File: src/rtl/nsf_pkg.sv
// ----------------------------------------------------------------------------
// nsf_pkg: shared definitions for the nmea sentence framer
// event codes, counter slots and default sizes
// ----------------------------------------------------------------------------
`default_nettype none

package nsf_pkg;

  localparam int unsigned NAME_MAX         = 5;
  localparam int unsigned LINE_BUFFER_SIZE = 128;
  localparam int unsigned CNT_W            = 16;
  localparam int unsigned NUM_CNT          = 6;
  localparam logic [3:0]  MIN_NAME_RESET   = 4'd5;

  typedef enum logic [2:0] {
    EV_NONE     = 3'd0,
    EV_GOOD     = 3'd1,
    EV_MISMATCH = 3'd2,
    EV_HEADER   = 3'd3,
    EV_NAME     = 3'd4,
    EV_HEX      = 3'd5,
    EV_CR       = 3'd6,
    EV_LF       = 3'd7
  } event_e;

  localparam int unsigned CNT_GOOD   = 0;
  localparam int unsigned CNT_HEADER = 1;
  localparam int unsigned CNT_NAME   = 2;
  localparam int unsigned CNT_CSUM   = 3;
  localparam int unsigned CNT_CR     = 4;
  localparam int unsigned CNT_LF     = 5;

  localparam logic [7:0] CH_DOLLAR = 8'h24;
  localparam logic [7:0] CH_STAR   = 8'h2A;
  localparam logic [7:0] CH_CR     = 8'h0D;
  localparam logic [7:0] CH_LF     = 8'h0A;
  localparam logic [7:0] CH_COMMA  = 8'h2C;
  localparam logic [7:0] CH_UPPER_F = 8'h46;

endpackage

`default_nettype wire

File: src/rtl/nsf_char_if.sv
// ----------------------------------------------------------------------------
// nsf_char_if: received character channel
// valid/ready handshake carrying one byte per item
// ----------------------------------------------------------------------------
`default_nettype none

interface nsf_char_if;
  logic       valid;
  logic       ready;
  logic [7:0] rx_char;

  modport source (output valid, output rx_char, input ready);
  modport sink   (input valid, input rx_char, output ready);
endinterface

`default_nettype wire

File: src/rtl/nsf_event_if.sv
// ----------------------------------------------------------------------------
// nsf_event_if: framer event channel
// valid/ready handshake carrying the event code, sentence name and counters
// ----------------------------------------------------------------------------
`default_nettype none

interface nsf_event_if #(
  parameter int unsigned NameMax = nsf_pkg::NAME_MAX
);
  localparam int unsigned NLW = $clog2(NameMax + 1);

  logic                     valid;
  logic                     ready;
  logic [2:0]               event_res;
  logic [8*NameMax-1:0]     name_chars;
  logic [NLW-1:0]           name_length;
  logic [nsf_pkg::CNT_W-1:0] good_count;
  logic [nsf_pkg::CNT_W-1:0] header_errors;
  logic [nsf_pkg::CNT_W-1:0] name_errors;
  logic [nsf_pkg::CNT_W-1:0] checksum_errors;
  logic [nsf_pkg::CNT_W-1:0] cr_errors;
  logic [nsf_pkg::CNT_W-1:0] lf_errors;

  modport source (
    output valid, output event_res, output name_chars, output name_length,
    output good_count, output header_errors, output name_errors,
    output checksum_errors, output cr_errors, output lf_errors,
    input ready
  );
  modport sink (
    input valid, input event_res, input name_chars, input name_length,
    input good_count, input header_errors, input name_errors,
    input checksum_errors, input cr_errors, input lf_errors,
    output ready
  );
endinterface

`default_nettype wire

File: src/rtl/nmea_sentence_framer.sv
// ----------------------------------------------------------------------------
// nmea_sentence_framer: nmea 0183 sentence framer and checksum checker
//
// rx_i takes one received byte per item; ev_o gives exactly one event item
// per byte: event code, the sentence name on a good sentence, and six
// wrapping 16-bit event counters. cfg_we_i/cfg_wdata_i write
// min_name_length; the user must write it only while the block is idle,
// which the block itself does not enforce. A byte accepted on rx_i lands in
// an input register, is parsed into the result register when it advances,
// and is shown on ev_o from then on. One byte per cycle is sustained while
// ev_o is ready; the per-byte parse between the input and result registers
// sets that rate. While ev_o is stalled the input register still takes
// one more byte, then rx_i.ready drops until the result is taken.
// Reset (rst_ni low, asynchronous) clears the parser to hunting for '$',
// the checksums and all counters, and sets min_name_length to 5. The name
// bytes are not cleared; only bytes of the current sentence are shown.
// ----------------------------------------------------------------------------
`default_nettype none

module nmea_sentence_framer #(
  parameter int unsigned NameMax        = nsf_pkg::NAME_MAX,
  parameter int unsigned LineBufferSize = nsf_pkg::LINE_BUFFER_SIZE
) (
  input  wire logic       clk_i,
  input  wire logic       rst_ni,
  input  wire logic       cfg_we_i,
  input  wire logic [3:0] cfg_wdata_i,
  nsf_char_if.sink        rx_i,
  nsf_event_if.source     ev_o
);

  localparam int unsigned LW  = $clog2(LineBufferSize);
  localparam int unsigned NLW = $clog2(NameMax + 1);
  localparam int unsigned CW  = nsf_pkg::CNT_W;
  localparam int unsigned NC  = nsf_pkg::NUM_CNT;

  typedef enum logic [6:0] {
    PH_HUNT = 7'b0000001,
    PH_NAME = 7'b0000010,
    PH_DATA = 7'b0000100,
    PH_HEX1 = 7'b0001000,
    PH_HEX2 = 7'b0010000,
    PH_CR   = 7'b0100000,
    PH_LF   = 7'b1000000
  } phase_e;

  function automatic logic is_alnum(input logic [7:0] c);
    is_alnum = (c inside {[8'h30:8'h39], [8'h41:8'h5A], [8'h61:8'h7A]});
  endfunction

  function automatic logic is_hex(input logic [7:0] c);
    is_hex = (c inside {[8'h30:8'h39], [8'h41:nsf_pkg::CH_UPPER_F]});
  endfunction

  function automatic logic [3:0] hex_val(input logic [7:0] c);
    logic [7:0] v;
    if (c inside {[8'h30:8'h39]}) begin
      v = c - 8'h30;
    end else begin
      v = c - 8'h37;
    end
    hex_val = v[3:0];
  endfunction

  // control and state registers
  logic                 s1_valid_q;
  logic [7:0]           s1_char_q;
  logic                 out_valid_q, out_valid_d;
  phase_e               phase_q, phase_d;
  logic [LW-1:0]        len_q, len_d;
  logic [7:0]           run_q, run_d;
  logic [7:0]           recv_q, recv_d;
  logic [NLW-1:0]       name_cnt_q, name_cnt_d;
  logic [3:0]           min_name_q;
  logic [CW-1:0]        cnt_q [NC];
  logic [NC-1:0]        cnt_inc;
  logic [7:0]           name_mem_q [NameMax];
  logic                 name_we;
  logic [LW-1:0]        name_pos;

  // result registers
  nsf_pkg::event_e      ev_q, ev_d;
  logic [8*NameMax-1:0] sname_q, sname_d;
  logic [NLW-1:0]       slen_q, slen_d;

  logic                 adv;
  logic [LW-1:0]        len_base;
  logic [LW-1:0]        len_inc;
  phase_e               phase_base;

  assign adv        = s1_valid_q && (!out_valid_q || ev_o.ready);
  assign rx_i.ready = !s1_valid_q || adv;

  assign len_base   = (len_q >= LW'(LineBufferSize - 1)) ? '0 : len_q;
  assign phase_base = (len_q >= LW'(LineBufferSize - 1)) ? PH_HUNT : phase_q;
  assign len_inc    = len_base + LW'(1);
  assign name_pos   = len_inc - LW'(2);

  always_comb begin
    phase_d    = phase_base;
    len_d      = len_inc;
    run_d      = run_q;
    recv_d     = recv_q;
    name_cnt_d = name_cnt_q;
    cnt_inc    = '0;
    ev_d       = nsf_pkg::EV_NONE;
    sname_d    = '0;
    slen_d     = '0;
    name_we    = 1'b0;
    case (phase_base)
      PH_NAME: begin
        name_we = (name_pos < LW'(NameMax));
        run_d   = run_q ^ s1_char_q;
        if (is_alnum(s1_char_q)) begin
          if (len_inc > LW'(NameMax + 1)) begin
            ev_d                       = nsf_pkg::EV_NAME;
            cnt_inc[nsf_pkg::CNT_NAME] = 1'b1;
            phase_d                    = PH_HUNT;
            len_d                      = '0;
          end
        end else if (s1_char_q == nsf_pkg::CH_COMMA && name_pos >= LW'(min_name_q)
                     && name_pos <= LW'(NameMax)) begin
          name_cnt_d = NLW'(name_pos);
          phase_d    = PH_DATA;
        end else begin
          ev_d                       = nsf_pkg::EV_NAME;
          cnt_inc[nsf_pkg::CNT_NAME] = 1'b1;
          phase_d                    = PH_HUNT;
          len_d                      = '0;
        end
      end
      PH_DATA: begin
        if (s1_char_q == nsf_pkg::CH_STAR) begin
          phase_d = PH_HEX1;
        end else if (s1_char_q == nsf_pkg::CH_CR) begin
          recv_d  = '0;
          run_d   = '0;
          phase_d = PH_LF;
        end else begin
          run_d = run_q ^ s1_char_q;
        end
      end
      PH_HEX1: begin
        if (is_hex(s1_char_q)) begin
          recv_d  = {hex_val(s1_char_q), 4'h0};
          phase_d = PH_HEX2;
        end else begin
          ev_d                       = nsf_pkg::EV_HEX;
          cnt_inc[nsf_pkg::CNT_CSUM] = 1'b1;
          phase_d                    = PH_HUNT;
          len_d                      = '0;
        end
      end
      PH_HEX2: begin
        if (is_hex(s1_char_q)) begin
          recv_d  = recv_q + {4'h0, hex_val(s1_char_q)};
          phase_d = PH_CR;
        end else begin
          ev_d                       = nsf_pkg::EV_HEX;
          cnt_inc[nsf_pkg::CNT_CSUM] = 1'b1;
          phase_d                    = PH_HUNT;
          len_d                      = '0;
        end
      end
      PH_CR: begin
        if (s1_char_q == nsf_pkg::CH_CR) begin
          phase_d = PH_LF;
        end else begin
          ev_d                     = nsf_pkg::EV_CR;
          cnt_inc[nsf_pkg::CNT_CR] = 1'b1;
          phase_d                  = PH_HUNT;
          len_d                    = '0;
        end
      end
      PH_LF: begin
        phase_d = PH_HUNT;
        len_d   = '0;
        if (s1_char_q == nsf_pkg::CH_LF) begin
          if (run_q == recv_q) begin
            ev_d                       = nsf_pkg::EV_GOOD;
            cnt_inc[nsf_pkg::CNT_GOOD] = 1'b1;
            slen_d                     = name_cnt_q;
            for (int i = 0; i < NameMax; i++) begin
              if (NLW'(i) < name_cnt_q) begin
                sname_d[8*i +: 8] = name_mem_q[i];
              end
            end
          end else begin
            ev_d                       = nsf_pkg::EV_MISMATCH;
            cnt_inc[nsf_pkg::CNT_CSUM] = 1'b1;
          end
        end else begin
          ev_d                     = nsf_pkg::EV_LF;
          cnt_inc[nsf_pkg::CNT_LF] = 1'b1;
        end
      end
      default: begin
        if (s1_char_q == nsf_pkg::CH_DOLLAR) begin
          phase_d = PH_NAME;
          run_d   = '0;
          recv_d  = '0;
        end else begin
          ev_d                         = nsf_pkg::EV_HEADER;
          cnt_inc[nsf_pkg::CNT_HEADER] = 1'b1;
          phase_d                      = PH_HUNT;
          len_d                        = '0;
        end
      end
    endcase
  end

  always_comb begin
    out_valid_d = out_valid_q;
    if (adv) begin
      out_valid_d = 1'b1;
    end else if (ev_o.ready) begin
      out_valid_d = 1'b0;
    end
  end

  always_ff @(posedge clk_i or negedge rst_ni) begin
    if (!rst_ni) begin
      s1_valid_q  <= 1'b0;
      out_valid_q <= 1'b0;
      phase_q     <= PH_HUNT;
      len_q       <= '0;
      run_q       <= '0;
      recv_q      <= '0;
      name_cnt_q  <= '0;
      min_name_q  <= nsf_pkg::MIN_NAME_RESET;
      for (int i = 0; i < NC; i++) begin
        cnt_q[i] <= '0;
      end
    end else begin
      out_valid_q <= out_valid_d;
      if (rx_i.ready) begin
        s1_valid_q <= rx_i.valid;
      end
      if (cfg_we_i) begin
        min_name_q <= cfg_wdata_i;
      end
      if (adv) begin
        phase_q    <= phase_d;
        len_q      <= len_d;
        run_q      <= run_d;
        recv_q     <= recv_d;
        name_cnt_q <= name_cnt_d;
        for (int i = 0; i < NC; i++) begin
          if (cnt_inc[i]) begin
            cnt_q[i] <= cnt_q[i] + CW'(1);
          end
        end
      end
    end
  end

  always_ff @(posedge clk_i) begin
    if (rx_i.valid && rx_i.ready) begin
      s1_char_q <= rx_i.rx_char;
    end
    if (adv) begin
      ev_q    <= ev_d;
      sname_q <= sname_d;
      slen_q  <= slen_d;
    end
    if (adv && name_we) begin
      name_mem_q[name_pos[$clog2(NameMax)-1:0]] <= s1_char_q;
    end
  end

  assign ev_o.valid           = out_valid_q;
  assign ev_o.event_res       = ev_q;
  assign ev_o.name_chars      = sname_q;
  assign ev_o.name_length     = slen_q;
  assign ev_o.good_count      = cnt_q[nsf_pkg::CNT_GOOD];
  assign ev_o.header_errors   = cnt_q[nsf_pkg::CNT_HEADER];
  assign ev_o.name_errors     = cnt_q[nsf_pkg::CNT_NAME];
  assign ev_o.checksum_errors = cnt_q[nsf_pkg::CNT_CSUM];
  assign ev_o.cr_errors       = cnt_q[nsf_pkg::CNT_CR];
  assign ev_o.lf_errors       = cnt_q[nsf_pkg::CNT_LF];

endmodule

`default_nettype wire

File: src/flat_wrapper.sv
// flat-port wrapper written by rule: the top's interface ports become plain ports
module nmea_sentence_framer_flat 
#(
  parameter int unsigned NameMax        = nsf_pkg::NAME_MAX,
  parameter int unsigned LineBufferSize = nsf_pkg::LINE_BUFFER_SIZE
)
  (clk_i, rst_ni, cfg_we_i, cfg_wdata_i, rx_i_valid, rx_i_rx_char, rx_i_ready, ev_o_valid, ev_o_event_res, ev_o_name_chars, ev_o_name_length, ev_o_good_count, ev_o_header_errors, ev_o_name_errors, ev_o_checksum_errors, ev_o_cr_errors, ev_o_lf_errors, ev_o_ready);
  nsf_char_if rx_i_i ();
  nsf_event_if #(.NameMax(NameMax)) ev_o_i ();
  input  wire logic clk_i;
  input  wire logic rst_ni;
  input  wire logic cfg_we_i;
  input  wire logic [3:0] cfg_wdata_i;
  input wire logic [$bits(rx_i_i.valid)-1:0] rx_i_valid;
  input wire logic [$bits(rx_i_i.rx_char)-1:0] rx_i_rx_char;
  output wire logic [$bits(rx_i_i.ready)-1:0] rx_i_ready;
  output wire logic [$bits(ev_o_i.valid)-1:0] ev_o_valid;
  output wire logic [$bits(ev_o_i.event_res)-1:0] ev_o_event_res;
  output wire logic [$bits(ev_o_i.name_chars)-1:0] ev_o_name_chars;
  output wire logic [$bits(ev_o_i.name_length)-1:0] ev_o_name_length;
  output wire logic [$bits(ev_o_i.good_count)-1:0] ev_o_good_count;
  output wire logic [$bits(ev_o_i.header_errors)-1:0] ev_o_header_errors;
  output wire logic [$bits(ev_o_i.name_errors)-1:0] ev_o_name_errors;
  output wire logic [$bits(ev_o_i.checksum_errors)-1:0] ev_o_checksum_errors;
  output wire logic [$bits(ev_o_i.cr_errors)-1:0] ev_o_cr_errors;
  output wire logic [$bits(ev_o_i.lf_errors)-1:0] ev_o_lf_errors;
  input wire logic [$bits(ev_o_i.ready)-1:0] ev_o_ready;
  assign rx_i_i.valid = rx_i_valid;
  assign rx_i_i.rx_char = rx_i_rx_char;
  assign rx_i_ready = rx_i_i.ready;
  assign ev_o_valid = ev_o_i.valid;
  assign ev_o_event_res = ev_o_i.event_res;
  assign ev_o_name_chars = ev_o_i.name_chars;
  assign ev_o_name_length = ev_o_i.name_length;
  assign ev_o_good_count = ev_o_i.good_count;
  assign ev_o_header_errors = ev_o_i.header_errors;
  assign ev_o_name_errors = ev_o_i.name_errors;
  assign ev_o_checksum_errors = ev_o_i.checksum_errors;
  assign ev_o_cr_errors = ev_o_i.cr_errors;
  assign ev_o_lf_errors = ev_o_i.lf_errors;
  assign ev_o_i.ready = ev_o_ready;
  nmea_sentence_framer #(.NameMax(NameMax), .LineBufferSize(LineBufferSize)) u_core (.clk_i(clk_i), .rst_ni(rst_ni), .cfg_we_i(cfg_we_i), .cfg_wdata_i(cfg_wdata_i), .rx_i(rx_i_i), .ev_o(ev_o_i));
endmodule
File: config.mk
export PLATFORM = sky130hd
export DESIGN_NAME = nmea_sentence_framer_flat
export DESIGN_NICKNAME = d
export VERILOG_FILES = /design/src/rtl/nsf_pkg.sv /design/src/rtl/nsf_char_if.sv /design/src/rtl/nsf_event_if.sv /design/src/rtl/nmea_sentence_framer.sv /design/src/flat_wrapper.sv
export SDC_FILE = /design/constraint.sdc
export NUM_CORES = 1
export LEC_CHECK = 0
export BUFFER_PORTS_ARGS = -buffer_cell sky130_fd_sc_hd__buf_2
export CAP_MARGIN = 20
export CORE_ASPECT_RATIO = 1.75
export CORE_MARGIN = 3
export CORE_UTILIZATION = 51
export CTS_BUF_LIST = sky130_fd_sc_hd__clkbuf_8
export DETAILED_ROUTE_END_ITERATION = 10
export PLACE_DENSITY_LB_ADDON = 0.25
export SYNTH_ARGS = -nofsm -noshare
export SYNTH_HDL_FRONTEND = slang
export SYNTH_SLANG_ARGS = --single-unit
File: constraint.sdc
create_clock -name clk_i -period 5.4 [get_ports clk_i]
set_clock_uncertainty 0.15 [all_clocks]
set_input_delay 1.35 -clock clk_i [delete_from_list [all_inputs] [get_ports clk_i]]
set_output_delay 1.35 -clock clk_i [all_outputs]
set_load 0.02 [all_outputs]
### After elaboration in Yosys (flattened, before gate mapping)

Memory sizes are Yosys's and may differ from the RTL's. A register that Yosys moved wholly into a read port is not among the register bits.
Cells that the tools add are included.

* add/subtract/negate cells: 11
* multiply operators: 0
* div/mod/pow operators: 0
* magnitude comparators: 17
* equality and inequality tests: 16
* shift-type cells: 0
* multiplexer cells: 62
* bitwise operators: 4
* reductions and logical operators: 42

Operator list (number)
* adder 16 x 1 -> 16 bit, second input constant: 6
* two-way mux 7 bit: 13
* two-way mux 8 bit: 7
* case mux 7 bit (6 select lines): 1
* case mux 7 bit (5 select lines): 1
* case mux 8 bit (4 select lines): 1
* AND reduction 4 bit: 7
* == test 8 x 6 -> 1 bit, second input constant: 3
* <= comparator 8 x 7 -> 1 bit, second input constant: 3
* case mux 8 bit (3 select lines): 1
* two-way mux 1 bit: 21
* two-way mux 3 bit: 7
* == test 8 x 4 -> 1 bit, second input constant: 2
* greater-or-equal comparator 8 x 7 -> 1 bit, second input constant: 2
* case mux 3 bit (5 select lines): 1
* two-way mux 4 bit: 3
* AND reduction 2 bit: 6
* logical AND 1 bit: 9
* adder 8 x 4 -> 8 bit: 1
* == test 8 bit: 1
* greater-or-equal comparator 8 x 6 -> 1 bit, second input constant: 1
* <= comparator 8 x 6 -> 1 bit, second input constant: 1
* XOR 8 bit: 1
* adder 7 x 1 -> 7 bit, second input constant: 1
* other kinds (35): 52

* register bits after elaboration: 149
* latch bits: 0
* RAM bits: 40
* ROM bits: 0
* bits of input ports: 17
* output and inout port bits: 144
* logic and storage cells: 170
* memories kept: 1

Memory list
* u_core.name_mem_q: words 5, bits a word 8, rd ports 5, clocked after memory_dff 5, write ports 1, line nmea_sentence_framer.sv:77 `logic [7:0] name_mem_q [NameMax];`

### Depth between registers and ports, before layout

* word-level depth: 11
* mapped depth: 21
* gate-level depth less buffers: 18

### Least setup slack after synthesis

OpenSTA, ideal clock, no wires.

* kind: input port to flip-flop
* start: input port ev_o_ready
* end: memory u_core.name_mem_q[4][0] (enable)
* library setup time: 0.371 ns
* arrival time: 4.641 ns
* required time: 4.879 ns
* path slack: 0.238 ns
* stages: 9
* path buffers: 2
* path through: or2b_2 > nand2_1 > clkbuf_1 > inv_1 > clkbuf_1 > nand2_1 > nand4b_1 > or2_2 > nor2_1

* word-level cells in the longest chain between the ends: 5

Ends and longest elaborated chain
* start, declared: line flat_wrapper.sv:27 `input wire logic [$bits(ev_o_i.ready)-1:0] ev_o_ready;`
* logical OR 1 bit: line nmea_sentence_framer.sv:91 `assign adv = s1_valid_q && (!out_valid_q || ev_o.ready);`
* logical AND 1 bit: line nmea_sentence_framer.sv:91
* net u_core.adv: line nmea_sentence_framer.sv:86 `logic adv;`
* logical AND 1 bit: line nmea_sentence_framer.sv:266 `if (adv && name_we) begin`
* two-way mux 1 bit: line nmea_sentence_framer.sv:266
* two-way mux 1 bit (implied by the code): line nmea_sentence_framer.sv:267 `name_mem_q[name_pos[$clog2(NameMax)-1:0]] <= s1_char_q;`
* end, declared: line nmea_sentence_framer.sv:77

The timed path passes the listed nets, and every way through them passes these cells.

### Worst setup path after layout

* start: register u_core.len_q[5]
* end: register u_core.len_q[3]

* word-level cells in the longest chain between the ends: 10
* elaborated cells on any way between the ends: 24
* classes of those cells: 2 x add/sub; 4 x order compare; 6 x eq/ne; 9 x mux; 3 x reduce/logical

Ends and longest elaborated chain
* start, declared: line nmea_sentence_framer.sv:70 `logic [LW-1:0] len_q, len_d;`
* start signal, assigned: line nmea_sentence_framer.sv:244 `len_q <= len_d;`
* greater-or-equal comparator 7 bit *: line nmea_sentence_framer.sv:94 `assign len_base = (len_q >= LW'(LineBufferSize - 1)) ? '0 : len_q;`
* two-way mux 7 bit *: line nmea_sentence_framer.sv:94
* adder 7 x 1 -> 7 bit *: line nmea_sentence_framer.sv:96 `assign len_inc = len_base + LW'(1);`
* net u_core.len_inc[0]: line nmea_sentence_framer.sv:88 `logic [LW-1:0] len_inc;`
* subtractor 7 x 2 -> 7 bit: line nmea_sentence_framer.sv:97 `assign name_pos = len_inc - LW'(2);`
* greater-or-equal comparator 7 x 4 -> 1 bit: line nmea_sentence_framer.sv:121 `end else if (s1_char_q == nsf_pkg::CH_COMMA && name_pos >= LW'(min_name_q)`
* logical AND 1 bit: line nmea_sentence_framer.sv:121
* logical AND 1 bit: line nmea_sentence_framer.sv:122 `&& name_pos <= LW'(NameMax)) begin`
* two-way mux 7 bit: line nmea_sentence_framer.sv:121
* two-way mux 7 bit *: line nmea_sentence_framer.sv:114 `if (is_alnum(s1_char_q)) begin`
* case mux 7 bit (5 select lines) *: line nmea_sentence_framer.sv:110 `case (phase_base)`

Mark *: on every way through the listed nets, which the timed path passes. The rest lies on a longest branch.
A chain may end at the register's enable or synchronous reset.

==> out/summary.json <==
{
  "setup.worst_path.end_class": {"value": "flop"},
  "syn_area_per_cell": {"value": 11.7, "unit": "µm²"},
  "initial_utilization": {"value": 0.520},
  "postSynthRegisterBits": {"value": 229},
  "floorplan.core_area": {"value": 20400, "unit": "µm²"},
  "instance_count_of_the_mapped_netlist": {"value": 903},
  "grt_antenna_before_repair": {"value": 0},
  "power_leakage": {"value": 5.68, "unit": "nW"},
  "wirelength": {"value": 23200, "unit": "µm"},
  "timing.slew.headroom": {"value": 0.422},
  "detailed_place_hpwl": {"value": 17000, "unit": "µm"},
  "start_kind": {"value": "flop"},
  "numClockSinks": {"value": 229},
  "numCtsBuffers": {"value": 31},
  "synthXorXnorAreaFrac": {"value": 0.0893},
  "cpMostUsedCell": {"value": "sky130_fd_sc_hd__ha_1"},
  "critical_path_cell_count": {"value": 18},
  "grt_start_max_net_pins": {"value": 66},
  "row_count": {"value": 69},
  "setup_viol": {"value": 0},
  "synth-adder-area-share": {"value": 0.0338},
  "path_max_fanout": {"value": 17},
  "run_status": {"value": "complete, no violations"},
  "place.detailed.instances": {"value": 1291},
  "post_drt_via_cell_ratio": {"value": 5.54},
  "ys_types": {"value": 76},
  "cts_root_buffer": {"value": "sky130_fd_sc_hd__clkbuf_8"},
  "die_area": {"value": 22600, "unit": "µm²"},
  "yosys_warnings": {"value": 0},
  "synth_top_family_by_area": {"value": "simple AND/OR/NAND/NOR gates"},
  "htree_num_levels": {"value": 1},
  "insertedDiodeCount": {"value": 0},
  "area_growth": {"value": 15.0, "unit": "%"},
  "cp.required": {"value": 5.67, "unit": "ns"},
  "max-vdd-ir-drop": {"value": 0.000179, "unit": "V"},
  "dieWidth": {"value": 115, "unit": "µm"},
  "finalCritPeriodShare": {"value": 0.913},
  "count_of_placed_standard_cells_in_the_final_layout_fillers_left_out": {"value": 1348},
  "worstMarginPinSlew": {"value": 0.862, "unit": "ns"},
  "drt_iter0_markers": {"value": 563},
  "count_of_buffers_inserted_at_the_top_level_ports": {"value": 160},
  "grt_pass1_wl": {"value": 37100, "unit": "µm"},
  "nets": {"value": 1121},
  "clock_insertion_delay_worst_skew": {"value": 0.58, "unit": "ns"},
  "post_synthesis_instance_area": {"value": 10600, "unit": "µm²"},
  "cap_violations": {"value": 0},
  "seq_area_frac_synth": {"value": 0.585},
  "hold_viol": {"value": 0},
  "crit_buf_inv": {"value": 2},
  "postCtsSetupBuffers": {"value": 0},
  "period_minus_slack": {"value": 4.93, "unit": "ns"},
  "detailroute.via_count": {"value": 7465},
  "finish.utilization": {"value": 0.598},
  "power_density": {"value": 342, "unit": "nW/µm²"},
  "type_of_the_worst_min_delay_path": {"value": "flop to flop"},
  "drt_pass1_iterations": {"value": 5},
  "fin_setup_tns": {"value": 0, "unit": "ns"},
  "critical_path_class": {"value": "flop to flop"},
  "clock_path_buffers": {"value": 3},
  "hold_buffers": {"value": 0},
  "number_of_enable_type_register_cells_in_the_synthesized_netlist": {"value": 94},
  "wire_per_inst": {"value": 17.2, "unit": "µm"},
  "final_weighted_congestion_in_routability_driven_placement": {"value": 0.875},
  "final_max_slew_viol_count": {"value": 0},
  "synth.net_count": {"value": 948},
  "rsz_0062_raised_after_global_routing": {"value": "no"},
  "cp_slowest_stage_delay": {"value": 0.52, "unit": "ns"},
  "arrival": {"value": 5.20, "unit": "ns"},
  "num_io_pins": {"value": 161},
  "synthFlopType": {"value": "sky130_fd_sc_hd__dfrtp_1"},
  "floorplan.die.height": {"value": 197, "unit": "µm"},
  "grt.total_usage": {"value": 0.204},
  "globalRoute.totalOverflow": {"value": 0},
  "drive_above_1_share": {"value": 0.221},
  "synth.area.mux_share": {"value": 0.0124},
  "synthArstFlopShare": {"value": 0.590},
  "ctsResizeCount": {"value": 0},
  "min_delay_path_depth": {"value": 1},
  "first_global_vias": {"value": 7382},
  "rr_worst_depth": {"value": 18},
  "critical_path.top_delay_family": {"value": "compound AO/OA/AOI/OAI gates"},
  "final_ant_viol_nets": {"value": 0},
  "clk_pin_slew_worst_paths": {"value": 0.06, "unit": "ns"},
  "hold-worst-slack": {"value": 0.314, "unit": "ns"},
  "post-route-drc-count": {"value": 0},
  "crit_slowest_cell": {"value": "sky130_fd_sc_hd__a221oi_2"},
  "synth_compound_gate_area_share": {"value": 0.0673},
  "critical_path.cell_chain": {"value": "and4_2 -> nand2_1 -> nand2_1 -> inv_1 -> ha_1 -> xor2_1 -> inv_1 -> ha_1 -> nand2b_1 -> and2_1 -> ha_1 -> a211o_1 -> a31oi_1 -> nor3_1 -> and3_1 -> o2bb2ai_2 -> a221oi_2 -> a211oi_1"},
  "post_synth_and_or_nand_nor_area_fraction": {"value": 0.187},
  "tritoncts": {"value": "done"},
  "fmax": {"value": 0.203, "unit": "GHz"}
}
-- power breakdown --
group	switching (W)	internal, W
logic	0.000575	0.000313
clock network	0.000610	0.000609
registers	0.000123	0.00193
total	0.00131	0.00285
-- worst paths after layout --
check | start | endpoint | slack [ns]
min | u_core.ev_o.lf_errors[15]$_DFFE_PN0P_ | u_core.ev_o.lf_errors[15]$_DFFE_PN0P_ | 0.31
min in group asynchronous | rst_ni | u_core.ev_o.good_count[10]$_DFFE_PN0P_ | 0.59
max reg2reg | u_core.len_q[5]$_DFFE_PN0P_ | u_core.len_q[3]$_DFFE_PN0P_ | 0.47
max in group asynchronous | rst_ni | u_core.phase_q[0]$_DFFE_PN1P_ | 3.49
max | u_core.len_q[5]$_DFFE_PN0P_ | u_core.len_q[3]$_DFFE_PN0P_ | 0.47
min reg2reg | u_core.ev_o.lf_errors[15]$_DFFE_PN0P_ | u_core.ev_o.lf_errors[15]$_DFFE_PN0P_ | 0.31
-- cell usage after synthesis, types with 5 or more instances --
| cell | n | area [µm²] |
|---|---|---|
| sky130_fd_sc_hd__dfrtp_1 | 132 | 3300 |
| sky130_fd_sc_hd__edfxtp_1 | 94 | 2820 |
| sky130_fd_sc_hd__nand2_1 | 70 | 263 |
| sky130_fd_sc_hd__nor2_1 | 65 | 244 |
| sky130_fd_sc_hd__xnor2_1 | 59 | 517 |
| sky130_fd_sc_hd__xor2_1 | 49 | 429 |
| sky130_fd_sc_hd__nand3_1 | 42 | 210 |
| sky130_fd_sc_hd__o21ai_0 | 42 | 210 |
| sky130_fd_sc_hd__and2_1 | 39 | 244 |
| sky130_fd_sc_hd__inv_1 | 34 | 128 |
| sky130_fd_sc_hd__ha_1 | 27 | 338 |
| sky130_fd_sc_hd__nor3_1 | 26 | 130 |
| sky130_fd_sc_hd__nand4_1 | 25 | 156 |
| sky130_fd_sc_hd__and3_1 | 19 | 119 |
| sky130_fd_sc_hd__nor2b_1 | 15 | 93.8 |
| sky130_fd_sc_hd__clkbuf_1 | 14 | 52.6 |
| sky130_fd_sc_hd__mux2_2 | 9 | 101 |
| sky130_fd_sc_hd__nand2b_1 | 9 | 56.3 |
| sky130_fd_sc_hd__o211ai_1 | 9 | 67.6 |
| sky130_fd_sc_hd__a21oi_1 | 8 | 40.0 |
| sky130_fd_sc_hd__and4_1 | 8 | 70.1 |
| sky130_fd_sc_hd__nor4_1 | 7 | 43.8 |
| sky130_fd_sc_hd__or2_2 | 6 | 37.5 |
| sky130_fd_sc_hd__a211oi_1 | 5 | 37.5 |
| sky130_fd_sc_hd__buf_2 | 5 | 25.0 |
| sky130_fd_sc_hd__o31ai_1 | 5 | 37.5 |
-- metrics by stage --
step | setup slack (ns) | instance area [µm²] | power [W]
2_1_floorplan | 0.238 | 10600 | 0.00269
3_3_place_gp | 0.725 | 11600 | 0.00296
3_5_place_dp | 0.530 | 11600 | 0.00298
4_1_cts | 0.498 | 12200 | 0.00422
5_1_grt | 0.167 | 12200 | 0.00439
6_report | 0.471 | 12200 | 0.00416
-- cell type report --
cell class	instances	area, µm²
sequential	229	6200
fill	1712	8190
clock buffer	33	454
multi-input combinational	615	4130
tap	248	310
clock inverter	24	123
timing repair buffer	165	845
inverter	34	128
-- state kept, by name, indices dropped and copies added (netlist names) --
register and flops:
u_core.ev_o.checksum_errors 16, u_core.ev_o.cr_errors 16, u_core.ev_o.event_res 3, u_core.ev_o.good_count 16, u_core.ev_o.header_errors 16, u_core.ev_o.lf_errors 16, u_core.ev_o.name_chars 40, u_core.ev_o.name_errors 16
u_core.ev_o.name_length 3, u_core.ev_o.valid 1, u_core.len_q 7, u_core.min_name_q 4, u_core.name_cnt_q 3, u_core.name_mem_q 40, u_core.phase_q 7, u_core.recv_q 8
u_core.run_q 8, u_core.s1_char_q 8, u_core.s1_valid_q 1
-- metal layers --
| layer | track usage | vias up | wire length, µm |
|---|---|---|---|
| li1 | - | 3550 | - |
| met4 | 0.106 | 0 | 1040 |
| met2 | 0.362 | 223 | 12200 |
| met3 | 0.0298 | 60 | 1170 |
| met1 | 0.233 | 3632 | 8790 |
| met5 | 0 | - | 0 |
-- logic make-up after synthesis --
group,Yosys count
buf+inv,59
mux,12
compound gates,104
simple gates,363
fa+ha+maj,28
xor+xnor,108
flops,229
-- layout by cell type, fill, tap and decap left out, drive strengths merged, types with 6 or more instances in the layout --
cell type	count
a211oi	7
a21oi	8
and2	40
and3	20
and4	9
buf	165
clkbuf	33
clkinv	6
dfrtp	132
edfxtp	94
ha	27
inv	50
mux2	9
nand2	70
nand2b	10
nand3	42
nand4	26
nor2	66
nor2b	15
nor3	27
nor4	8
o211ai	9
o21ai	43
or2	6
xnor2	59
xor2	49
(Power assumes the default switching activity.)
